[src/rtl/core/wavhp_pkg.sv]
`default_nettype none
// ----------------------------------------------------------------------------
// WAV header parser package
// Tags, limits, status codes, parse phases and the result record shared by
// the parse core and the stream wrapper.
// ----------------------------------------------------------------------------
package wavhp_pkg;

  // Four-character tags as they assemble little-endian from the byte stream.
  localparam logic [31:0] TAG_RIFF = 32'h4646_4952;
  localparam logic [31:0] TAG_WAVE = 32'h4556_4157;
  localparam logic [31:0] TAG_FMT  = 32'h2074_6D66;
  localparam logic [31:0] TAG_DATA = 32'h6174_6164;

  localparam logic [31:0] MIN_FILE  = 32'd44;
  localparam logic [15:0] NEED_BITS = 16'd16;

  // Packed result width and the byte-rounded stream width.
  localparam int RESULT_BITS = 3 + 16 + 32 + 32 + 32;
  localparam int RESULT_TDATA_W = ((RESULT_BITS + 7) / 8) * 8;

  typedef enum logic [4:0] {
    PH_TAGS   = 5'b00001,
    PH_HEADER = 5'b00010,
    PH_BODY   = 5'b00100,
    PH_PAD    = 5'b01000,
    PH_STOP   = 5'b10000
  } phase_t;

  typedef enum logic [1:0] {
    TE_NONE = 2'd0,
    TE_RIFF = 2'd1,
    TE_WAVE = 2'd2
  } tag_err_t;

  typedef enum logic [2:0] {
    ST_OK        = 3'd0,
    ST_SHORT     = 3'd1,
    ST_BAD_RIFF  = 3'd2,
    ST_BAD_WAVE  = 3'd3,
    ST_NO_DATA   = 3'd4,
    ST_NOT_PCM   = 3'd5,
    ST_NOT_16BIT = 3'd6,
    ST_BAD_CHAN  = 3'd7
  } status_t;

  typedef struct packed {
    logic [31:0] data_size;
    logic [31:0] data_offset;
    logic [31:0] sample_rate;
    logic [15:0] channel_count;
    status_t     status;
  } wavhp_result_t;

endpackage
`default_nettype wire

[src/rtl/core/wavhp_core.sv]
`default_nettype none
// ----------------------------------------------------------------------------
// WAV header parse core
// Holds the parse state and applies one file byte per step; flags the step
// that carries the final byte and presents the result for it.
// ----------------------------------------------------------------------------
module wavhp_core
  import wavhp_pkg::*;
(
  input  wire logic          clk,
  input  wire logic          rst,
  input  wire logic          step,
  input  wire logic [7:0]    data_byte,
  input  wire logic [31:0]   file_length,
  output logic               res_valid,
  output wavhp_result_t      result
);

  // Body offsets of the last byte of each fmt field.
  localparam logic [4:0] OFS_FORMAT   = 5'd1;
  localparam logic [4:0] OFS_CHANNELS = 5'd3;
  localparam logic [4:0] OFS_RATE     = 5'd7;
  localparam logic [4:0] OFS_BITS     = 5'd15;
  localparam logic [4:0] OFS_SAT      = 5'd16;

  logic [31:0] byte_position;
  phase_t      phase,           phase_next;
  logic        is_fmt,          is_fmt_next;
  logic        is_data,         is_data_next;
  logic [31:0] chunk_remaining, chunk_remaining_next;
  logic [4:0]  body_index,      body_index_next;
  logic        pad_pending,     pad_pending_next;
  logic [31:0] field_assembly,  field_assembly_next;
  tag_err_t    tag_error,       tag_error_next;
  logic [15:0] format_kept,     format_kept_next;
  logic [15:0] channels_kept,   channels_kept_next;
  logic [15:0] bits_kept,       bits_kept_next;
  logic [31:0] rate_kept,       rate_kept_next;
  logic [31:0] data_start_kept, data_start_kept_next;
  logic [31:0] data_size_kept,  data_size_kept_next;
  logic        data_seen,       data_seen_next;
  logic [2:0]  header_count,    header_count_next;

  logic [32:0] len_ext;
  logic        header_short;
  logic        size_over;
  logic        last_byte;
  logic        fields_on;
  logic [31:0] pos_plus1;

  always_comb begin
    phase_next           = phase;
    is_fmt_next          = is_fmt;
    is_data_next         = is_data;
    chunk_remaining_next = chunk_remaining;
    body_index_next      = body_index;
    pad_pending_next     = pad_pending;
    tag_error_next       = tag_error;
    format_kept_next     = format_kept;
    channels_kept_next   = channels_kept;
    bits_kept_next       = bits_kept;
    rate_kept_next       = rate_kept;
    data_start_kept_next = data_start_kept;
    data_size_kept_next  = data_size_kept;
    data_seen_next       = data_seen;
    header_count_next    = header_count;

    field_assembly_next = {data_byte, field_assembly[31:8]};
    pos_plus1 = byte_position + 32'd1;
    // A length of zero stands for a full 2^32-byte file.
    len_ext = (file_length == 32'd0) ? {1'b1, 32'd0} : {1'b0, file_length};
    header_short = ({1'b0, byte_position} + 33'd8) > len_ext;
    size_over = ({2'b00, byte_position} + 34'd1 + {2'b00, field_assembly_next})
                > {1'b0, len_ext};

    unique case (phase)
      PH_TAGS: begin
        if (byte_position == 32'd3 && field_assembly_next != TAG_RIFF) begin
          tag_error_next = TE_RIFF;
          phase_next     = PH_STOP;
        end else if (byte_position == 32'd11) begin
          if (field_assembly_next != TAG_WAVE) begin
            tag_error_next = TE_WAVE;
            phase_next     = PH_STOP;
          end else begin
            phase_next        = PH_HEADER;
            header_count_next = 3'd0;
          end
        end
      end
      PH_HEADER: begin
        if (header_count == 3'd0 && header_short) begin
          phase_next = PH_STOP;
        end else begin
          header_count_next = header_count + 3'd1;
          if (header_count == 3'd3) begin
            is_fmt_next  = (field_assembly_next == TAG_FMT);
            is_data_next = (field_assembly_next == TAG_DATA);
          end
          if (header_count == 3'd7) begin
            header_count_next = 3'd0;
            if (size_over) begin
              phase_next = PH_STOP;
            end else begin
              chunk_remaining_next = field_assembly_next;
              pad_pending_next     = field_assembly_next[0];
              body_index_next      = 5'd0;
              if (is_data) begin
                data_start_kept_next = pos_plus1;
                data_size_kept_next  = field_assembly_next;
                data_seen_next       = 1'b1;
              end
              phase_next = (field_assembly_next == 32'd0) ? PH_HEADER : PH_BODY;
            end
          end
        end
      end
      PH_BODY: begin
        if (is_fmt) begin
          if (body_index == OFS_FORMAT) begin
            format_kept_next = field_assembly_next[31:16];
          end else if (body_index == OFS_CHANNELS) begin
            channels_kept_next = field_assembly_next[31:16];
          end else if (body_index == OFS_RATE) begin
            rate_kept_next = field_assembly_next;
          end else if (body_index == OFS_BITS) begin
            bits_kept_next = field_assembly_next[31:16];
          end
        end
        if (body_index != OFS_SAT) begin
          body_index_next = body_index + 5'd1;
        end
        chunk_remaining_next = chunk_remaining - 32'd1;
        if (chunk_remaining == 32'd1) begin
          phase_next        = pad_pending ? PH_PAD : PH_HEADER;
          header_count_next = 3'd0;
        end
      end
      PH_PAD: begin
        pad_pending_next  = 1'b0;
        phase_next        = PH_HEADER;
        header_count_next = 3'd0;
      end
      PH_STOP: begin
      end
      default: begin
      end
    endcase

    last_byte = (pos_plus1 == file_length);
    res_valid = last_byte;

    fields_on = 1'b1;
    if (file_length != 32'd0 && file_length < MIN_FILE) begin
      result.status = ST_SHORT;
      fields_on     = 1'b0;
    end else if (tag_error_next == TE_RIFF) begin
      result.status = ST_BAD_RIFF;
      fields_on     = 1'b0;
    end else if (tag_error_next == TE_WAVE) begin
      result.status = ST_BAD_WAVE;
      fields_on     = 1'b0;
    end else if (!data_seen_next || data_size_kept_next == 32'd0) begin
      result.status = ST_NO_DATA;
    end else if (format_kept_next != 16'd1) begin
      result.status = ST_NOT_PCM;
    end else if (bits_kept_next != NEED_BITS) begin
      result.status = ST_NOT_16BIT;
    end else if (channels_kept_next != 16'd1 && channels_kept_next != 16'd2) begin
      result.status = ST_BAD_CHAN;
    end else begin
      result.status = ST_OK;
    end
    result.channel_count = fields_on ? channels_kept_next   : 16'd0;
    result.sample_rate   = fields_on ? rate_kept_next       : 32'd0;
    result.data_offset   = fields_on ? data_start_kept_next : 32'd0;
    result.data_size     = fields_on ? data_size_kept_next  : 32'd0;
  end

  always_ff @(posedge clk) begin
    if (rst || (step && last_byte)) begin
      byte_position   <= 32'd0;
      phase           <= PH_TAGS;
      is_fmt          <= 1'b0;
      is_data         <= 1'b0;
      chunk_remaining <= 32'd0;
      body_index      <= 5'd0;
      pad_pending     <= 1'b0;
      field_assembly  <= 32'd0;
      tag_error       <= TE_NONE;
      format_kept     <= 16'd0;
      channels_kept   <= 16'd0;
      bits_kept       <= 16'd0;
      rate_kept       <= 32'd0;
      data_start_kept <= 32'd0;
      data_size_kept  <= 32'd0;
      data_seen       <= 1'b0;
      header_count    <= 3'd0;
    end else if (step) begin
      byte_position   <= pos_plus1;
      phase           <= phase_next;
      is_fmt          <= is_fmt_next;
      is_data         <= is_data_next;
      chunk_remaining <= chunk_remaining_next;
      body_index      <= body_index_next;
      pad_pending     <= pad_pending_next;
      field_assembly  <= field_assembly_next;
      tag_error       <= tag_error_next;
      format_kept     <= format_kept_next;
      channels_kept   <= channels_kept_next;
      bits_kept       <= bits_kept_next;
      rate_kept       <= rate_kept_next;
      data_start_kept <= data_start_kept_next;
      data_size_kept  <= data_size_kept_next;
      data_seen       <= data_seen_next;
      header_count    <= header_count_next;
    end
  end

`ifndef ASSERT_OFF
  // A result ends the file: the next byte starts over at position zero.
  a_restart: assert property (@(posedge clk) disable iff (rst)
    (step && last_byte) |=> (byte_position == 32'd0 && phase == PH_TAGS))
    else $error("parse state not cleared after final byte");

  // The body phase always has bytes left to consume.
  a_body_left: assert property (@(posedge clk) disable iff (rst)
    (phase == PH_BODY) |-> (chunk_remaining != 32'd0))
    else $error("body phase with no bytes remaining");

  // A tag failure always stops the walk.
  a_tag_stop: assert property (@(posedge clk) disable iff (rst)
    (tag_error != TE_NONE) |-> (phase == PH_STOP))
    else $error("tag error without stopped walk");

  // The header byte count runs only while a chunk header is read.
  a_hdr_count: assert property (@(posedge clk) disable iff (rst)
    (header_count != 3'd0) |-> (phase == PH_HEADER))
    else $error("header count active outside header phase");

  // The pad phase is entered only after an odd chunk size.
  a_pad: assert property (@(posedge clk) disable iff (rst)
    (phase == PH_PAD) |-> pad_pending)
    else $error("pad phase without pending pad byte");
`endif

endmodule
`default_nettype wire

[src/rtl/core/wav_header_parser.sv]
`default_nettype none
// ----------------------------------------------------------------------------
// WAV header parser
// Stream wrapper around the parse core: input beat register, length register
// and a result register toward the master side.
// ----------------------------------------------------------------------------
// The block takes a WAV file as a stream of byte beats and gives one result
// beat when the final byte of the file (as set by the file_length register)
// has been taken. Each byte is held in an input register and then applied
// to the parse state by a single pass of logic whose result is captured in
// the output register, so the block sustains one byte per clock cycle while
// the master side keeps up. The result beat is offered from the result
// register, once the final byte has passed the input register and the core.
// The only thing that slows intake is a result that is still waiting on the
// master side while the byte behind it is in the input register; intake
// resumes in the cycle that result is taken. After a result the parse state
// returns to its reset values and the next byte starts a new file; the
// length register keeps its value. Write file_length only while no file is
// in progress. A value of zero means a 2^32-byte file.
// ----------------------------------------------------------------------------
module wav_header_parser
  import wavhp_pkg::*;
(
  input  wire logic                       clk,
  input  wire logic                       rst,
  // Configuration: file length in bytes.
  input  wire logic                       cfg_wen,
  input  wire logic [31:0]                cfg_wdata,
  // Slave side: tdata = data_byte[7:0].
  input  wire logic                       s_tvalid,
  output logic                            s_tready,
  input  wire logic [7:0]                 s_tdata,
  // Master side: tdata = status[2:0], channel_count[18:3], sample_rate[50:19],
  // data_offset[82:51], data_size[114:83], zero fill above.
  output logic                            m_tvalid,
  input  wire logic                       m_tready,
  output logic [RESULT_TDATA_W-1:0]       m_tdata
);

  logic [31:0]   file_length;
  logic          in_valid;
  logic [7:0]    in_byte;
  logic          step;
  logic          res_valid;
  wavhp_result_t result;

  // A byte is applied once the result register can take whatever it causes.
  assign step     = in_valid && (!m_tvalid || m_tready);
  assign s_tready = !in_valid || step;

  always_ff @(posedge clk) begin
    if (rst) begin
      file_length <= 32'd1;
    end else if (cfg_wen) begin
      file_length <= cfg_wdata;
    end
  end

  // Input beat register.
  always_ff @(posedge clk) begin
    if (rst) begin
      in_valid <= 1'b0;
    end else if (s_tvalid && s_tready) begin
      in_valid <= 1'b1;
    end else if (step) begin
      in_valid <= 1'b0;
    end
  end

  always_ff @(posedge clk) begin
    if (s_tvalid && s_tready) begin
      in_byte <= s_tdata;
    end
  end

  wavhp_core u_core (
    .clk         (clk),
    .rst         (rst),
    .step        (step),
    .data_byte   (in_byte),
    .file_length (file_length),
    .res_valid   (res_valid),
    .result      (result)
  );

  // Result register; it holds its beat until the master side takes it.
  always_ff @(posedge clk) begin
    if (rst) begin
      m_tvalid <= 1'b0;
    end else if (step && res_valid) begin
      m_tvalid <= 1'b1;
    end else if (m_tready) begin
      m_tvalid <= 1'b0;
    end
  end

  always_ff @(posedge clk) begin
    if (step && res_valid) begin
      m_tdata <= {{(RESULT_TDATA_W - RESULT_BITS){1'b0}}, result};
    end
  end

endmodule
`default_nettype wire

[config.mk]
export PLATFORM = sky130hd
export DESIGN_NAME = wav_header_parser
export DESIGN_NICKNAME = d
export VERILOG_FILES = /design/src/rtl/core/wavhp_pkg.sv /design/src/rtl/core/wavhp_core.sv /design/src/rtl/core/wav_header_parser.sv
export SDC_FILE = /design/constraint.sdc
export NUM_CORES = 1
export LEC_CHECK = 0
export BUFFER_PORTS_ARGS = -buffer_cell sky130_fd_sc_hd__buf_2
export CAP_MARGIN = 20
export CORE_MARGIN = 5
export CORE_UTILIZATION = 61
export CTS_CLUSTER_SIZE = 14
export DETAILED_ROUTE_END_ITERATION = 7
export PLACE_DENSITY_LB_ADDON = 0.15
export SLEW_MARGIN = 30
export SYNTH_ARGS = -nofsm -noshare
export SYNTH_HDL_FRONTEND = slang
export SYNTH_SLANG_ARGS = --single-unit
export TNS_END_PERCENT = 100
[constraint.sdc]
create_clock -name clk -period 8.8 [get_ports clk]
set_clock_uncertainty 0.15 [all_clocks]
set_input_delay 1.32 -clock clk [delete_from_list [all_inputs] [get_ports clk]]
set_output_delay 1.32 -clock clk [all_outputs]
set_load 0.1 [all_outputs]
Word level (Yosys, flattened, before mapping)
Index checks and enable logic that the tools add are counted.
{"block": "word_totals", "inputBits": 45, "reg_bits": 416}
{"block": "op_classes", "n_reduce_logical": 31, "n_eq_ne": 35, "n_addsub": 7, "muxes": 81, "n_lt_le_gt_ge": 3, "bitwise": 1}
{"operator": "2-to-1 mux 32 bit", "n": 18}
{"operator": "2-to-1 mux 16 bit", "n": 13}
{"operator": "logical NOT 32 bit", "n": 3}
{"operator": "!= test 32 x 31 -> 1 bit, second input constant", "n": 2}
{"operator": "one-hot mux 32 bit (2 select lines)", "n": 1}
{"operator": "2-to-1 mux 5 bit", "n": 11}
{"operator": "adder 34 x 32 -> 34 bit", "n": 1}
{"operator": "> comparator 34 x 33 -> 1 bit", "n": 1}
{"operator": "adder 32 x 1 -> 33 bit, second input constant", "n": 1}
{"operator": "adder 32 x 4 -> 33 bit, second input constant", "n": 1}
{"operator": "> comparator 33 bit", "n": 1}
{"operator": "2-to-1 mux 3 bit", "n": 11}
{"operator": "2-to-1 mux 33 bit", "n": 1}
{"operator": "adder 32 x 1 -> 32 bit, second input constant", "n": 1}
{"operator": "== test 32 x 1 -> 1 bit, second input constant", "n": 1}
{"operator": "== test 32 x 2 -> 1 bit, second input constant", "n": 1}
{"operator": "== test 32 x 30 -> 1 bit, second input constant", "n": 1}
{"operator": "== test 32 x 31 -> 1 bit, second input constant", "n": 1}
{"operator": "== test 32 bit", "n": 1}
{"operator": "== test 32 x 4 -> 1 bit, second input constant", "n": 1}
{"operator": "less-than comparator 32 x 6 -> 1 bit, second input constant", "n": 1}
{"operator": "!= test 16 x 1 -> 1 bit, second input constant", "n": 2}
{"operator": "nonzero test 32 bit", "n": 1}
{"operator": "subtractor 32 x 1 -> 32 bit, second input constant", "n": 1}
{"operator": "other kinds (35)", "n": 81}

Depth between registers and ports, before layout
{"block": "logic_depth", "depth_word": 13, "mapped_depth": 30, "mapped_depth_nobuf": 26}

Hierarchy
From an unflattened synthesis, not the netlist that was laid out.
{"block": "unflattened", "hier_cells": 2585, "hier_area_um2": 22336.4}
{"module": "wavhp_core", "seq_area_each_um2": 5024.8, "cells_each": 2341, "instances": 1, "area_per_inst_um2": 17340.4}
{"module": "wav_header_parser", "seq_area_each_um2": 4374.2, "cells_each": 244, "instances": 1, "area_per_inst_um2": 4996.0}

Least setup slack after synthesis
OpenSTA, ideal clock, no wires.
{"block": "synth_path", "kind": "reg2reg", "start": "register u_core.byte_position[1]", "end": "register u_core.chunk_remaining[8]", "path_buffers": 5, "required_ps": 8519, "stages_incl_launch_ff": 16, "setup_slack_ps": 1496, "setup_ps": 131, "arrival_ps": 7022, "path_cell_list": "dfxtp_1 > ha_1 > clkbuf_1 > nand4_1 > or3_1 > clkbuf_1 > xor2_1 > a2111oi_0 > nand4_1 > or4_1 > nor4_4 > or2_1 > buf_4 > buf_6 > buf_6 > a21oi_1"}
{"block": "synth_between", "elab_chain_cells": 5, "elab_cells_between_ends": 13}
{"element": "start, declared", "line_no": "wavhp_core.sv:26", "rtl": "logic [31:0] byte_position;"}
{"element": "start signal, assigned", "line_no": "wavhp_core.sv:200", "rtl": "byte_position <= pos_plus1;"}
{"element": "adder 32 x 1 -> 33 bit / adder 32 x 4 -> 33 bit (equally long branches)", "line_no": "wavhp_core.sv:73, wavhp_core.sv:72"}
{"element": "adder 34 x 32 -> 34 bit / > comparator 33 bit (equally long branches)", "line_no": "wavhp_core.sv:73, wavhp_core.sv:72"}
{"element": "> comparator 34 x 33 -> 1 bit / logical AND 1 bit (equally long branches)", "line_no": "wavhp_core.sv:74, wavhp_core.sv:92"}
{"element": "!= test 2 bit (no line)"}
{"element": "AND reduction 5 bit (no line)"}
{"element": "end signal, assigned", "line_no": "wavhp_core.sv:204", "rtl": "chunk_remaining <= chunk_remaining_next;"}
{"element": "end, declared", "line_no": "wavhp_core.sv:30", "rtl": "logic [31:0] chunk_remaining, chunk_remaining_next;"}
Parallel ways exist; a longest one is shown, timed or not.
A chain may end at the register's enable or synchronous reset.

Worst setup path in the final report
{"block": "layout_path", "start": "register u_core.byte_position[0]", "end": "register u_core.data_start_kept[4]"}
{"block": "layout_between", "elab_cells_between_ends": 15}
{"element": "adder 32 x 1 -> 32 bit", "line_no": "wavhp_core.sv:69", "rtl": "pos_plus1 = byte_position + 32'd1;"}
{"element": "net u_core.pos_plus1[18]", "line_no": "wavhp_core.sv:49", "rtl": "logic [31:0] pos_plus1;"}
{"element": "== test 32 bit", "line_no": "wavhp_core.sv:150", "rtl": "last_byte = (pos_plus1 == file_length);"}
{"element": "logical AND 1 bit", "line_no": "wavhp_core.sv:181", "rtl": "if (rst || (step && last_byte)) begin"}
{"element": "logical OR 1 bit", "line_no": "wavhp_core.sv:181"}
{"element": "end signal, assigned", "line_no": "wavhp_core.sv:213", "rtl": "data_start_kept <= data_start_kept_next;"}
{"element": "end, declared", "line_no": "wavhp_core.sv:39", "rtl": "logic [31:0] data_start_kept, data_start_kept_next;"}
The timed path passes the listed nets, and every way through them passes these cells.

==> results.toml <==
[status]
status = "finished, final reports clean"

[placement]
globalplace.congestion = 0.9762
hpwl_um = 51630
port_buffers = 161
place_inst = 3258

[power_and_ir_drop]
p_leak_nw = 8.992
p_switching_w = 0.001016
pwr-share-comb = 0.066
clkPwrFrac = 0.457
ir_drop_mv = 0.1266
p_per_area_mw_per_mm2 = 162.7
seq_power_share = 0.477
switching_share = 0.2456
p_int_w = 0.003121

[die]
core-area_mm2 = 0.03740
chipWidth_um = 203.8
ios = 167
initial_core_util = 0.6123
die_y_um = 203.8
rows = 71
fp.dieArea_mm2 = 0.04152

[global_routing]
antenna_found_initial = 1
grt_pass1_vias = 19990
globalRouteOverflowTotal = 0
grt_max_degree = 83
grtUsageTotal = 0.3437
grt_pass1_wl_um = 113200

[synth]
ys_warn_count = 0
avgSynthCellArea_um2 = 8.392
netlist_area_mm2 = 0.02290
synth_ff_type = "dfxtp_1"
synth_cell_types = 81
async_reset_ff_frac = 0
synth-edff-count = 123
synth_seq_area_share = 0.4104
ys_seq_elements = 408
synthCells = 2729

[detailed_routing]
wl_met2_um = 34710
wl_met1_um = 29060
firstDrtPassIters = 6
vias = 20900
ant_nets = 0
via_per_inst = 6.254
routed.top_layer = "met4"
drc = 0
wl_met3_um = 5651
post_drt_wl_per_cell_um = 21.96
totalWireLength_um = 73410
initialDrtViolationCount = 2052

[critical_path]
arrival_ns = 8.53
reg2reg_depth = 25
r2r_start = "u_core.byte_position[0]"
reg2reg_slack_ns = 0.55
cp-start-kind = "flop"
endpoint_kind = "flop"
required_ns = 9.08
crit_path_end = "u_core.data_start_kept[4]"
crit_path_max_fanout = 64
r2r-end = "u_core.data_start_kept[4]"
crit_type = "reg -> reg"
critPathLaunch = "u_core.byte_position[0]"

[cells_and_area]
diodes = 0
finalNetCount = 2956
multiInputGateArea_mm2 = 0.01230
layout-drive-gt1-share = 0.1162
fill_cells = 3046
syn2layout_area_growth_pct = 11.06
seqCellArea_mm2 = 0.009399
fin_cells = 3342

[sta]
slew_headroom = 0.3277
slew_viol_final = 0
setup_violations = 0
fin_tns_setup_ns = 0
fin_crit_ns = 8.248
rsz0062_at_grt = "false"
final-hold-violation-count = 0
clock.fmax_mhz = 121.2
tightest_slew_ns = 1.007
period_share = 0.9373

[clock_tree]
post_cts_hold_buffer_count = 0
numCtsBuffers = 45
cts_setup_buffers = 0
post_cts_resized = 0
path_clk_slew_ns = 0.06
clk_latency_ns = 0.59
h-tree-depth = 2
clock-sinks = 408
tritoncts = "yes"
root_buffer = "clkbuf_16"
clk_path_buf_depth = 3

[worst_hold_path]
hold_path_class = "reg -> reg"

[run]
max_cap_viol_count = 0
## worst max-delay path, stage by stage (launching register included)
cell	delay, ns
dfxtp_1	0.52
ha_1	0.53
nand4_1	0.21
or3_1	0.45
nor3_1	0.39
xor2_1	0.44
ha_1	0.31
a21oi_1	0.23
nor2_1	0.07
o41ai_1	0.25
o2bb2ai_1	0.21
a31oi_1	0.16
o41ai_1	0.53
nor3_1	0.08
a211o_1	0.25
ha_1	0.32
nand3_1	0.09
nand2_1	0.07
nor4_1	0.52
o21ai_0	0.19
nor4b_1	0.40
o31ai_2	0.20
or4_2	0.74
buf_4	0.36
o21ai_0	0.29
a21oi_1	0.11
## flip-flops by register name, summed over array words and instances, names as in the netlist, 2 cells and up
name,flops
u_core.tag_error,2
m_tdata,115
u_core.format_kept,16
u_core.data_start_kept,32
u_core.data_size_kept,32
u_core.body_index,5
u_core.rate_kept,32
in_byte,8
file_length,32
u_core.header_count,3
u_core.bits_kept,16
u_core.chunk_remaining,32
u_core.field_assembly,24
u_core.byte_position,32
u_core.phase,5
u_core.channels_kept,16
## cell usage after synthesis (all sizes together) (5+ instances only)
cell type	n	area share
a211oi	18	0.0059
a21boi	6	0.0020
a21o	11	0.0036
a21oi	299	0.065
a31oi	16	0.0044
and2	11	0.0030
and3	10	0.0027
and4	6	0.0023
buf	58	0.019
clkbuf	149	0.024
dfxtp	285	0.25
edfxtp	123	0.16
ha	115	0.063
inv	76	0.012
mux2i	117	0.051
nand2	496	0.081
nand2b	18	0.0049
nand3	59	0.013
nand3b	5	0.0016
nand4	52	0.015
nor2	248	0.041
nor2b	12	0.0033
nor3	43	0.0094
nor4	69	0.020
nor4b	9	0.0034
o211ai	14	0.0046
o21a	6	0.0020
o21ai	100	0.022
o21bai	6	0.0020
o311ai	14	0.0054
o31ai	14	0.0046
o41ai	7	0.0027
or2	13	0.0036
or3	22	0.0060
or4	21	0.0070
xnor2	94	0.037
xor2	48	0.018
## stage by stage
stage               utilization  hold slack, ns  setup WS (ns)  total power (W)  area [µm²]
detailed placement       0.6395          0.2967         0.7073         0.002278       23920
finish                   0.6801          0.3049         0.5518         0.004138       25430
floorplan                     -          0.2816          1.496         0.002189       22920
global placement         0.6393          0.2914         0.8303         0.002273       23910
global route             0.6801          0.3254        0.05883         0.004258       25430
CTS                      0.6793          0.3049         0.6375         0.004147       25410
## placed cells by master, fill, tap and decap left out, types with 10 or more instances in the layout
cell / instances
a211oi_1: 18
mux2i_1: 117
and2_1: 11
nand3_1: 58
o211ai_1: 14
nor4_1: 64
nor2b_1: 12
xor2_1: 48
o21ai_0: 100
a21oi_1: 299
o31ai_1: 13
nand2b_1: 18
nand4_1: 50
clkbuf_16: 47
nor2_1: 247
a31oi_1: 16
dfxtp_1: 285
inv_1: 76
or3_1: 22
and3_1: 10
edfxtp_1: 123
or4_1: 19
buf_4: 56
ha_1: 115
o311ai_0: 14
nand2_1: 494
a21o_1: 11
or2_2: 12
nor3_1: 42
buf_2: 161
clkbuf_1: 11
xnor2_1: 93
## per-layer routing
metal  up-vias  global-route usage
met5         -                   0
met4         0              0.1706
met3       207             0.04882
met2       945              0.5665
met1     10030              0.4449
li1       9720                   -
## how the worst min path moves through the flow
stage / slack, ns / startpoint / to / cells after the start
after floorplan: 0.28 / u_core.bits_kept[4] / u_core.bits_kept[4] / 2
after global placement: 0.29 / u_core.bits_kept[7] / u_core.bits_kept[7] / 2
after detailed placement: 0.30 / u_core.rate_kept[1] / u_core.rate_kept[1] / 2
after CTS: 0.30 / u_core.rate_kept[1] / u_core.rate_kept[1] / 2
after global routing: 0.33 / u_core.bits_kept[4] / u_core.bits_kept[4] / 2
final: 0.30 / u_core.rate_kept[17] / u_core.rate_kept[17] / 2
## cell families (layout without fill, tap and decap cells)
kind of cell | count (synthesis) | count (layout) | synth area share
AOI/OAI and AO/OA | 554 | 554 | 0.1410
xor gates and xnor gates | 143 | 143 | 0.05611
adders and majority gates | 116 | 116 | 0.06371
buffers and inverters | 284 | 382 | 0.05556
DFF | 408 | 408 | 0.4104
muxes | 118 | 118 | 0.05163
other | 1 | 5 | 0.0001638
and+or+nand+nor | 1105 | 1105 | 0.2214
## layout make-up
cell class / instances / share of cell area
Timing Repair Buffer: 222 / 0.05180
Sequential cell: 408 / 0.3695
Tap cell: 511 / 0.02514
Clock buffer: 67 / 0.05274
Clock inverter: 16 / 0.005805
Inverter: 77 / 0.01136
Multi-Input combinational cell: 2041 / 0.4836
## power by group through the flow
| stage | registers, W | clock network, W | logic (W) |
|---|---|---|---|
| floorplan | 0.00200 | 0 | 0.000188 |
| global placement | 0.00201 | 0 | 0.000258 |
| detailed placement | 0.00201 | 0 | 0.000264 |
| CTS | 0.00197 | 0.00191 | 0.000265 |
| global route | 0.00197 | 0.00199 | 0.000294 |
| finish | 0.00197 | 0.00189 | 0.000272 |
No activity file was read; power rests on OpenSTA's default activity.
